## src/hdl/krbs_pkg.sv

```systemverilog
// Package for the k-mer reverse-complement bucket splitter.
// Holds field widths, configuration register indexes and limits.
// No dependencies.
package krbs_pkg;

  // Payload field widths.
  localparam int unsigned KmerW   = 64;
  localparam int unsigned CountW  = 16;
  localparam int unsigned BucketW = 16;

  // Configuration port widths.
  localparam int unsigned CfgIdxW  = 2;
  localparam int unsigned CfgDataW = 6;

  // Configuration register indexes.
  localparam logic [CfgIdxW-1:0] CFG_KMER_LEN    = 2'd0;
  localparam logic [CfgIdxW-1:0] CFG_BUCKET_BITS = 2'd1;

  // Register widths, reset values and limits.
  localparam int unsigned LenW = 6;
  localparam int unsigned BbW  = 5;
  localparam logic [LenW-1:0] MAX_BASES      = 6'd32;
  localparam logic [LenW-1:0] KMER_LEN_RST   = 6'd32;
  localparam logic [BbW-1:0]  MAX_BKT_BITS   = 5'd16;
  localparam logic [BbW-1:0]  BKT_BITS_RST   = 5'd1;

endpackage

```

## src/hdl/kmer_revcomp_bucket_split_unit.sv

```systemverilog
// Top level of the k-mer reverse-complement bucket splitter.
// Three-stage pipeline with a two-phase output stage; uses krbs_pkg.
//
//   channel  direction  handshake              payload
//   in       input      in_valid_i/in_stall_o  kmer_in_i, count_in_i
//   out      output     out_valid_o/out_stall_i kmer_out_o, count_out_o, bucket_o,
//                                              is_complement_o, last_o
//   cfg      input      cfg_valid_i/cfg_ready_o cfg_index_i, cfg_data_i
//
// An accepted entry passes through the stage 1, stage 2 and stage 3 registers
// before its first result shows on the output.
// The output stage gives one result for a palindrome and two otherwise, the
// entry and then its complement, so with no stall on the output it sets the pace.
// Reset clears all valid bits and loads kmer_len = 32 and bucket_bits = 1.
// A stall on the output backs up stage by stage; no entry is lost or repeated.
module kmer_revcomp_bucket_split_unit (
  input  logic                           clk_i,
  input  logic                           rst_ni,
  // Input channel.
  input  logic                           in_valid_i,
  output logic                           in_stall_o,
  input  logic [krbs_pkg::KmerW-1:0]     kmer_in_i,
  input  logic [krbs_pkg::CountW-1:0]    count_in_i,
  // Output channel.
  output logic                           out_valid_o,
  input  logic                           out_stall_i,
  output logic [krbs_pkg::KmerW-1:0]     kmer_out_o,
  output logic [krbs_pkg::CountW-1:0]    count_out_o,
  output logic [krbs_pkg::BucketW-1:0]   bucket_o,
  output logic                           is_complement_o,
  output logic                           last_o,
  // Configuration write channel.
  input  logic                           cfg_valid_i,
  output logic                           cfg_ready_o,
  input  logic [krbs_pkg::CfgIdxW-1:0]   cfg_index_i,
  input  logic [krbs_pkg::CfgDataW-1:0]  cfg_data_i
);
  import krbs_pkg::*;

  // Reverses the order of the 2-bit bases in a word.
  function automatic logic [KmerW-1:0] rev_pairs(input logic [KmerW-1:0] x);
    logic [KmerW-1:0] r;
    r = '0;
    for (int i = 0; i < KmerW / 2; i++) begin
      r[2*i +: 2] = x[KmerW-2-2*i +: 2];
    end
    return r;
  endfunction

  // Top bb bits of a word as a bucket number; bb is already saturated.
  function automatic logic [BucketW-1:0] bucket_of(input logic [KmerW-1:0] v,
                                                   input logic [BbW-1:0]   bb);
    logic [BucketW-1:0] top;
    top = v[KmerW-1 -: BucketW];
    if (bb == '0) begin
      return '0;
    end
    return top >> (MAX_BKT_BITS - bb);
  endfunction

  // Configuration registers.
  logic [LenW-1:0] kmer_len_q;
  logic [BbW-1:0]  bucket_bits_q;

  assign cfg_ready_o = 1'b1;

  always_ff @(posedge clk_i or negedge rst_ni) begin
    if (!rst_ni) begin
      kmer_len_q    <= KMER_LEN_RST;
      bucket_bits_q <= BKT_BITS_RST;
    end else if (cfg_valid_i && cfg_ready_o) begin
      case (cfg_index_i)
        CFG_KMER_LEN:    kmer_len_q    <= cfg_data_i[LenW-1:0];
        CFG_BUCKET_BITS: bucket_bits_q <= cfg_data_i[BbW-1:0];
        default:         ;
      endcase
    end
  end

  // Saturated register values.
  logic [LenW-1:0] len_eff;
  logic [BbW-1:0]  bb_eff;

  assign len_eff = (kmer_len_q > MAX_BASES) ? MAX_BASES : kmer_len_q;
  assign bb_eff  = (bucket_bits_q > MAX_BKT_BITS) ? MAX_BKT_BITS : bucket_bits_q;

  // Pipeline valid bits and the flow control between stages.
  logic s1_valid_q, s2_valid_q, s3_valid_q;
  logic s3_phase_q;
  logic s3_leave, s3_ready, s2_ready, s1_ready;
  logic s3_pal_q;

  assign s3_leave   = s3_valid_q && !out_stall_i && (s3_pal_q || s3_phase_q);
  assign s3_ready   = !s3_valid_q || s3_leave;
  assign s2_ready   = !s2_valid_q || s3_ready;
  assign s1_ready   = !s1_valid_q || s2_ready;
  assign in_stall_o = !s1_ready;

  // Stage 1: mask off the pad bits and work out the alignment shift.
  logic [KmerW-1:0]  s1_mask_d, s1_mask_q;
  logic [KmerW-1:0]  s1_fwd_q;
  logic [CountW-1:0] s1_cnt_q;
  logic [LenW:0]     s1_sh_full;
  logic [LenW-1:0]   s1_sh_q;

  assign s1_sh_full = 7'd64 - {len_eff, 1'b0};
  assign s1_mask_d  = (len_eff == '0) ? '0 : ({KmerW{1'b1}} << s1_sh_full[LenW-1:0]);

  always_ff @(posedge clk_i or negedge rst_ni) begin
    if (!rst_ni) begin
      s1_valid_q <= 1'b0;
    end else if (s1_ready) begin
      s1_valid_q <= in_valid_i;
    end
  end

  always_ff @(posedge clk_i) begin
    if (s1_ready && in_valid_i) begin
      s1_mask_q <= s1_mask_d;
      s1_fwd_q  <= kmer_in_i & s1_mask_d;
      s1_cnt_q  <= count_in_i;
      s1_sh_q   <= s1_sh_full[LenW-1:0];
    end
  end

  // Stage 2: reverse complement, realigned to the top of the word.
  logic [KmerW-1:0]  s2_fwd_q, s2_rc_q;
  logic [CountW-1:0] s2_cnt_q;

  always_ff @(posedge clk_i or negedge rst_ni) begin
    if (!rst_ni) begin
      s2_valid_q <= 1'b0;
    end else if (s2_ready) begin
      s2_valid_q <= s1_valid_q;
    end
  end

  always_ff @(posedge clk_i) begin
    if (s2_ready && s1_valid_q) begin
      s2_fwd_q <= s1_fwd_q;
      s2_rc_q  <= (rev_pairs(~s1_fwd_q) << s1_sh_q) & s1_mask_q;
      s2_cnt_q <= s1_cnt_q;
    end
  end

  // Stage 3: palindrome test and bucket numbers; this stage drives the output.
  logic [KmerW-1:0]   s3_fwd_q, s3_rc_q;
  logic [CountW-1:0]  s3_cnt_q;
  logic [BucketW-1:0] s3_bkt_fwd_q, s3_bkt_rc_q;

  always_ff @(posedge clk_i or negedge rst_ni) begin
    if (!rst_ni) begin
      s3_valid_q <= 1'b0;
      s3_phase_q <= 1'b0;
    end else if (s3_ready) begin
      s3_valid_q <= s2_valid_q;
      s3_phase_q <= 1'b0;
    end else if (s3_valid_q && !out_stall_i) begin
      // First result of a non-palindrome taken; the complement follows.
      s3_phase_q <= 1'b1;
    end
  end

  always_ff @(posedge clk_i) begin
    if (s3_ready && s2_valid_q) begin
      s3_fwd_q     <= s2_fwd_q;
      s3_rc_q      <= s2_rc_q;
      s3_cnt_q     <= s2_cnt_q;
      s3_pal_q     <= (s2_fwd_q == s2_rc_q);
      s3_bkt_fwd_q <= bucket_of(s2_fwd_q, bb_eff);
      s3_bkt_rc_q  <= bucket_of(s2_rc_q, bb_eff);
    end
  end

  // Output selection by phase.
  assign out_valid_o     = s3_valid_q;
  assign kmer_out_o      = s3_phase_q ? s3_rc_q : s3_fwd_q;
  assign count_out_o     = s3_cnt_q;
  assign bucket_o        = s3_phase_q ? s3_bkt_rc_q : s3_bkt_fwd_q;
  assign is_complement_o = s3_phase_q;
  assign last_o          = s3_phase_q || s3_pal_q;

endmodule

```

## config.mk

```make
export PLATFORM = sky130hd
export DESIGN_NAME = kmer_revcomp_bucket_split_unit
export DESIGN_NICKNAME = d
export VERILOG_FILES = /design/src/hdl/krbs_pkg.sv /design/src/hdl/kmer_revcomp_bucket_split_unit.sv
export SDC_FILE = /design/constraint.sdc
export NUM_CORES = 1
export LEC_CHECK = 0
export BUFFER_PORTS_ARGS = -buffer_cell sky130_fd_sc_hd__buf_2
export CORE_ASPECT_RATIO = 0.5
export CORE_MARGIN = 2
export CORE_UTILIZATION = 54
export DETAILED_ROUTE_END_ITERATION = 16
export HOLD_SLACK_MARGIN = 0.02
export MAX_ROUTING_LAYER = met4
export PLACE_DENSITY_LB_ADDON = 0.15
export SYNTH_ARGS = -nofsm -noshare
export SYNTH_HDL_FRONTEND = slang
export SYNTH_SLANG_ARGS = --single-unit
```

## constraint.sdc

```tcl
create_clock -name clk_i -period 5.5 [get_ports clk_i]
set_input_delay 0.55 -clock clk_i [delete_from_list [all_inputs] [get_ports clk_i]]
set_output_delay 0.55 -clock clk_i [all_outputs]
set_load 0.05 [all_outputs]
```

## Word-level counts from Yosys, hierarchy flattened

Cells that the tools add are included.

| word-level totals | value |
|---|---|
| output and inout port bits | 101 |
| RAM bits | 0 |
| latch bits | 0 |
| input port bits | 93 |
| bits in registers | 486 |
| memories | 0 |
| bits in read-only memories | 0 |

| cells by class | value |
|---|---|
| equal/unequal tests | 2 |
| reductions and logical operators | 20 |
| mux-type cells | 12 |
| divide/modulo/power cells | 0 |
| shift-type cells | 4 |
| bitwise gates (word level) | 3 |
| $mul | 0 |
| $lt $le $gt $ge | 2 |
| add/sub/neg operators | 2 |

Operators with widths:

| operator | number |
|---|---|
| 64-bit AND | 2 |
| 64-bit two-way mux | 2 |
| 64-bit equality test | 1 |
| 16-bit two-way mux | 4 |
| 64-bit NOT | 1 |
| 64-bit by 6-bit left shift with 64-bit output | 1 |
| 64-bit by 6-bit left shift with 64-bit output, first input constant | 1 |
| 16-bit by 5-bit right shift with 16-bit output | 2 |
| 6-bit > comparator, second input constant | 1 |
| 6-bit logical NOT | 1 |
| 6-bit two-way mux | 1 |
| 1-bit by 6-bit subtractor with 6-bit output, first input constant | 1 |
| 5-bit > comparator, second input constant | 1 |
| 1-bit logical AND | 5 |
| 1-bit logical NOT | 5 |
| 5-bit logical NOT | 1 |
| 5-bit two-way mux | 1 |
| 5-bit subtractor, first input constant | 1 |
| 1-bit logical OR | 4 |
| 1-bit two-way mux | 4 |
| 2-bit AND reduction | 2 |
| 2-bit by 1-bit equality test with 1-bit output, second input constant | 1 |
| 2-bit logical NOT | 1 |
| 2-bit nonzero test | 1 |

## Depth between registers and ports, before layout

| depth | value |
|---|---|
| word-level depth | 7 |
| mapped depth | 11 |

## Least setup slack after synthesis

No wires, ideal clock.

| path | value |
|---|---|
| path type | register -> register |
| from | register s3_phase_q (netlist: is_complement_o) |
| to | register s3_cnt_q[0] (netlist: count_out_o[0]), enable pin |
| cell stages (with the launch flop) | 5 |
| setup slack | -0.413 ns |
| arrival | 5.355 ns |
| period minus slack after synthesis | 5.913 ns |
| cells stage by stage | dfrtp_1 -> clkbuf_1 -> nor2_1 -> o21ai_0 -> and2_1 |

| on the way | value |
|---|---|
| word-level cells in the longest chain between the ends | 4 |

RTL lines:

| element | RTL line | RTL |
|---|---|---|
| start, declared | kmer_revcomp_bucket_split_unit.sv:89 | `logic s3_phase_q;` |
| start signal, assigned | kmer_revcomp_bucket_split_unit.sv:154 | `s3_phase_q <= 1'b0;` |
| start signal, assigned | kmer_revcomp_bucket_split_unit.sv:157 | `s3_phase_q <= 1'b0;` |
| start signal, assigned | kmer_revcomp_bucket_split_unit.sv:160 | `s3_phase_q <= 1'b1;` |
| 1-bit logical OR | kmer_revcomp_bucket_split_unit.sv:93 | `assign s3_leave = s3_valid_q && !out_stall_i && (s3_pal_q \|\| s3_phase_q);` |
| 1-bit logical AND | kmer_revcomp_bucket_split_unit.sv:93 |  |
| 1-bit logical OR | kmer_revcomp_bucket_split_unit.sv:94 | `assign s3_ready = !s3_valid_q \|\| s3_leave;` |
| 1-bit logical AND | kmer_revcomp_bucket_split_unit.sv:165 | `if (s3_ready && s2_valid_q) begin` |
| end signal, assigned | kmer_revcomp_bucket_split_unit.sv:168 | `s3_cnt_q <= s2_cnt_q;` |
| end, declared | kmer_revcomp_bucket_split_unit.sv:148 | `logic [CountW-1:0] s3_cnt_q;` |

Every way passes these cells.
A chain may end at the register's enable or synchronous reset.

## Worst setup path after layout

| path | value |
|---|---|
| from | register kmer_len_q[5] |
| to | register s1_fwd_q[36] (data pin) |

| on the way | value |
|---|---|
| word-level cells in the longest chain between the ends | 6 |
| elaborated cells on any way between the ends | 7 |
| classes of those cells | add/sub: 1; order compare: 1; shift: 1; mux: 2; bitwise: 1; reduce/logical: 1 |

RTL lines:

| element | RTL line | RTL |
|---|---|---|
| start, declared | kmer_revcomp_bucket_split_unit.sv:62 | `logic [LenW-1:0] kmer_len_q;` |
| start signal, assigned | kmer_revcomp_bucket_split_unit.sv:73 | `CFG_KMER_LEN: kmer_len_q <= cfg_data_i[LenW-1:0];` |
| 6-bit > comparator | kmer_revcomp_bucket_split_unit.sv:84 | `assign len_eff = (kmer_len_q > MAX_BASES) ? MAX_BASES : kmer_len_q;` |
| 6-bit two-way mux * | kmer_revcomp_bucket_split_unit.sv:84 |  |
| 1-bit by 6-bit subtractor with 6-bit output | kmer_revcomp_bucket_split_unit.sv:106 | `assign s1_sh_full = 7'd64 - {len_eff, 1'b0};` |
| 64-bit by 6-bit left shift with 64-bit output | kmer_revcomp_bucket_split_unit.sv:107 | `assign s1_mask_d = (len_eff == '0) ? '0 : ({KmerW{1'b1}} << s1_sh_full[LenW-1:0]);` |
| 64-bit two-way mux * | kmer_revcomp_bucket_split_unit.sv:107 |  |
| 64-bit AND * | kmer_revcomp_bucket_split_unit.sv:120 | `s1_fwd_q <= kmer_in_i & s1_mask_d;` |
| end signal, assigned | kmer_revcomp_bucket_split_unit.sv:120 |  |
| end, declared | kmer_revcomp_bucket_split_unit.sv:101 | `logic [KmerW-1:0] s1_fwd_q;` |

Every way passes the cells marked *; elsewhere a longest branch is shown, timed or not.

==> metrics.md <==
| Metric | Value |
|---|---|
| Outcome | `completed` |
| Pins Over Slew Limit | `0` |
| R2r setup slk | `a little under 2 ns` |
| Worst stage delay on the critical path | `0.61 ns` |
| Leakage | `8.91 nW` |
| Crit path DAT | `3.80 ns` |
| Setup TNS | `0 ns` |
| CP Capture Type | `flop` |
| CTS Sinks | `roughly 450` |
| Worst Path Required | `approximately 5.8 ns` |
| Via count | `~14,000` |
| Synth warnings | `0` |
| Power after layout | `0.0123 W` |
| Final WS setup | `~2.0 ns` |
| Post-synth top area cell | `edfxtp_1` |
| Residual DRC | `0` |
| # hold bufs at CTS | `1` |
| Achievable Freq | `284 MHz` |
| Pre-CTS WS | `2.06 ns` |
| Routed WL | `66.1 mm` |
| Multi-input logic area | `7260 um^2` |
| Critical Path Source Type | `flop` |
| Mean Syn Cell Area | `roughly 15 um^2` |
| Commonest cells in the netlist | `edfxtp_1, mux2_2, mux2i_1` |
| FILL cells | `2,972` |
| Chip Width | `286 um` |
| Yosys cell types | `65` |
| Register Area | `roughly 14,000 um^2` |
| Number of iterations in the first detailed-routing pass | `6` |
| Final ANT Viol Nets | `0` |
| Initial Util | `0.549` |
| Root buffer cell | `clkbuf_16` |
| DP Wirelength | `49.5 mm` |
| Syn Nets | `1,547` |
| Crit-path leading delay family | `simple AND/OR/NAND/NOR gates` |
| Synth async-reset ratio | `0.0331` |
| CP max FO | `15` |
| Area share of the largest cell type after synthesis | `0.615` |
| Die area | `41,300 um^2` |
| Cts bufs inserted | `40` |
| Mapped Area | `21,400 um^2` |
| Final period util | `0.641` |
| PD cells | `513 nW/um^2` |
| Global-route wire length before repair | `92.6 mm` |
| Via density | `6.23` |
| RSZ-0062 raised after global routing | `no` |
| Top post-synthesis cells by area | `edfxtp_1, mux2_2, mux2i_1` |
| Post-synthesis cell count | `~1,400` |
| # port buffers | `192` |
| Number of global-route vias before repair | `13,000` |
| Top Ports | `194` |
| Max rail drop VDD | `0.299 mV` |
| GR Overflow Total | `0` |
| # rows | `slightly above 50` |
| Worst-path clk slew | `roughly 0.06 ns` |
| Layout cells sized above 1 | `0.275` |
| Die Ht | `145 um` |
| Overall routing resource usage | `0.330` |
| Final setup viols | `0` |
| Max H-tree Level | `2` |
| GP Congestion | `between 0.9 and 1` |
| TritonCTS clock tree | `yes` |
| Layout area overhead | `12.3%` |
| Worst Path Class, Setup | `flop to flop` |
| Number of synthesized flops with an enable pin | `438` |
| Top_reg_cell synth | `edfxtp_1` |
| Post-synthesis sequential area ratio | `0.632` |
| Initial antenna violation count | `8` |
| Slew Limit Headroom | `0.320` |
| Largest net degree at the start of global routing | `145` |
| Tightest Pin Transition | `1.02 ns` |
| Most common cell in the synthesized netlist | `edfxtp_1` |
| Worst Skew | `0.0235 ns` |
| CP Cell Sequence | `inv_1 -> nand2_1 -> ha_1 -> or3b_1 -> a21oi_1 -> or2_1 -> inv_2 -> a311oi_1 -> nor2b_1` |
| Worst Path Buf+Inv | `2` |
| CTS max path bufs | `3` |
| Max cap viols | `0` |
| Routed WL per cell | `30.3 um` |
| Final nets | `1,722` |
| Slowest stage cell on the critical path | `dfstp_2` |
| HP Class | `input port to flop` |
| Final worst path period need | `3.53 ns` |
| Detailed Route Iter0 Violations | `approximately 1,700` |
| Synth Register Bits | `453` |
| Post-CTS Setup Bufs | `0` |
| Hold violation count in the final report | `0` |
| Post-CTS Resized | `0` |
| Core box area | `39,000 um^2` |
| Clk Latency, worst-skew pair | `about 0.56 ns` |
-- layer usage --
layer | wire [um] | part of all wire | vias up | global-route usage
met5 | 0 | 0 | - | -
met4 | 988 | 0.015 | 0 | 0.0551
met3 | 7290 | 0.11 | 75 | 0.0762
met2 | 28300 | 0.43 | 727 | 0.464
met1 | 29500 | 0.45 | 6917 | 0.495
li1 | - | - | 5879 | -
-- worst reg2reg max path, delay by kind of cell (launching register included) --
family | cells | cell delay [ns]
compound gates | 2 | 0.73
fa+ha+maj | 1 | 0.39
buf+inv | 2 | 0.34
flops | 1 | 0.61
simple gates | 4 | 1.18
-- registers in the layout (all words and copies together) (netlist names) --
name / flops
s2_valid_q: 1
s1_fwd_q: 64
s3_bkt_rc_q: 16
is_complement_o: 1
s3_bkt_fwd_q: 16
s3_pal_q: 1
count_out_o: 16
s2_rc_q: 64
s1_mask_q: 32
s2_fwd_q: 64
s1_valid_q: 1
s3_fwd_q: 64
kmer_len_q: 6
s3_rc_q: 64
s2_cnt_q: 16
s1_cnt_q: 16
bucket_bits_q: 5
out_valid_o: 1
s1_sh_q: 5
-- worst paths after layout --
kind	to	from	depth (start not counted)
worst max-delay path	s1_fwd_q[36]$_DFFE_PP_	kmer_len_q[5]$_DFFE_PN1P_	9
worst min-delay path	s1_cnt_q[0]$_DFFE_PP_	count_in_i[0]	1
worst max register to register	s1_fwd_q[36]$_DFFE_PP_	kmer_len_q[5]$_DFFE_PN1P_	9
worst min register to register	s2_cnt_q[6]$_DFFE_PP_	s1_cnt_q[6]$_DFFE_PP_	0
max in group asynchronous	is_complement_o$_DFFE_PN0P_	rst_ni	2
min in group asynchronous	kmer_len_q[3]$_DFFE_PN0P_	rst_ni	2
-- metrics by stage --
step            util  hold WS, ns  cell area, um^2  instances
2_1_floorplan      -        0.254            21400       1449
3_3_place_gp   0.584        0.403            22800       2111
3_5_place_dp   0.584        0.405            22800       2111
4_1_cts        0.616        0.163            24000       2182
5_1_grt        0.616        0.161            24000       2183
6_report       0.616        0.177            24000       2183
-- cells by family (layout without fill, tap and decap cells) --
group           count (synthesis)  in the layout  share of synthesized area
flops                         453            453                      0.632
simple gates                  345            345                     0.0822
mux                           295            295                      0.174
compound gates                162            162                     0.0513
buf+inv                       122            325                     0.0296
xor+xnor                       66             66                     0.0270
fa+ha+maj                       5              5                    0.00292
other cells                     1              2                   0.000175
-- cells in the final DEF (no fill, tap or decap), types with 41 or more instances in the layout --
cell	netlist	layout
nor2_1	91	91
mux2i_1	115	115
inv_1	41	41
mux4_2	46	46
edfxtp_1	438	438
clkbuf_16	0	42
xor2_1	64	64
mux2_2	130	130
and2_1	45	42
nand2_1	69	69
buf_2	24	192
-- area by class of cell --
cell class	instances	share of cell area
diodes	1	0.000104
clock buffers	52	0.0453
clock inverters	18	0.00682
inverters	44	0.00687
multi-input cells	874	0.302
flip-flops and latches	453	0.563
well taps	530	0.0276
repair buffers	211	0.0481
-- where the power goes --
part	switching (W)	total, W	internal, W
Clock	0.00123	0.00276	0.00154
Sequential	0.000659	0.00544	0.00478
Combinational	0.00276	0.00413	0.00137
Total	0.00464	0.0123	0.00769
Note: power is estimated with default switching activity, not from simulation.
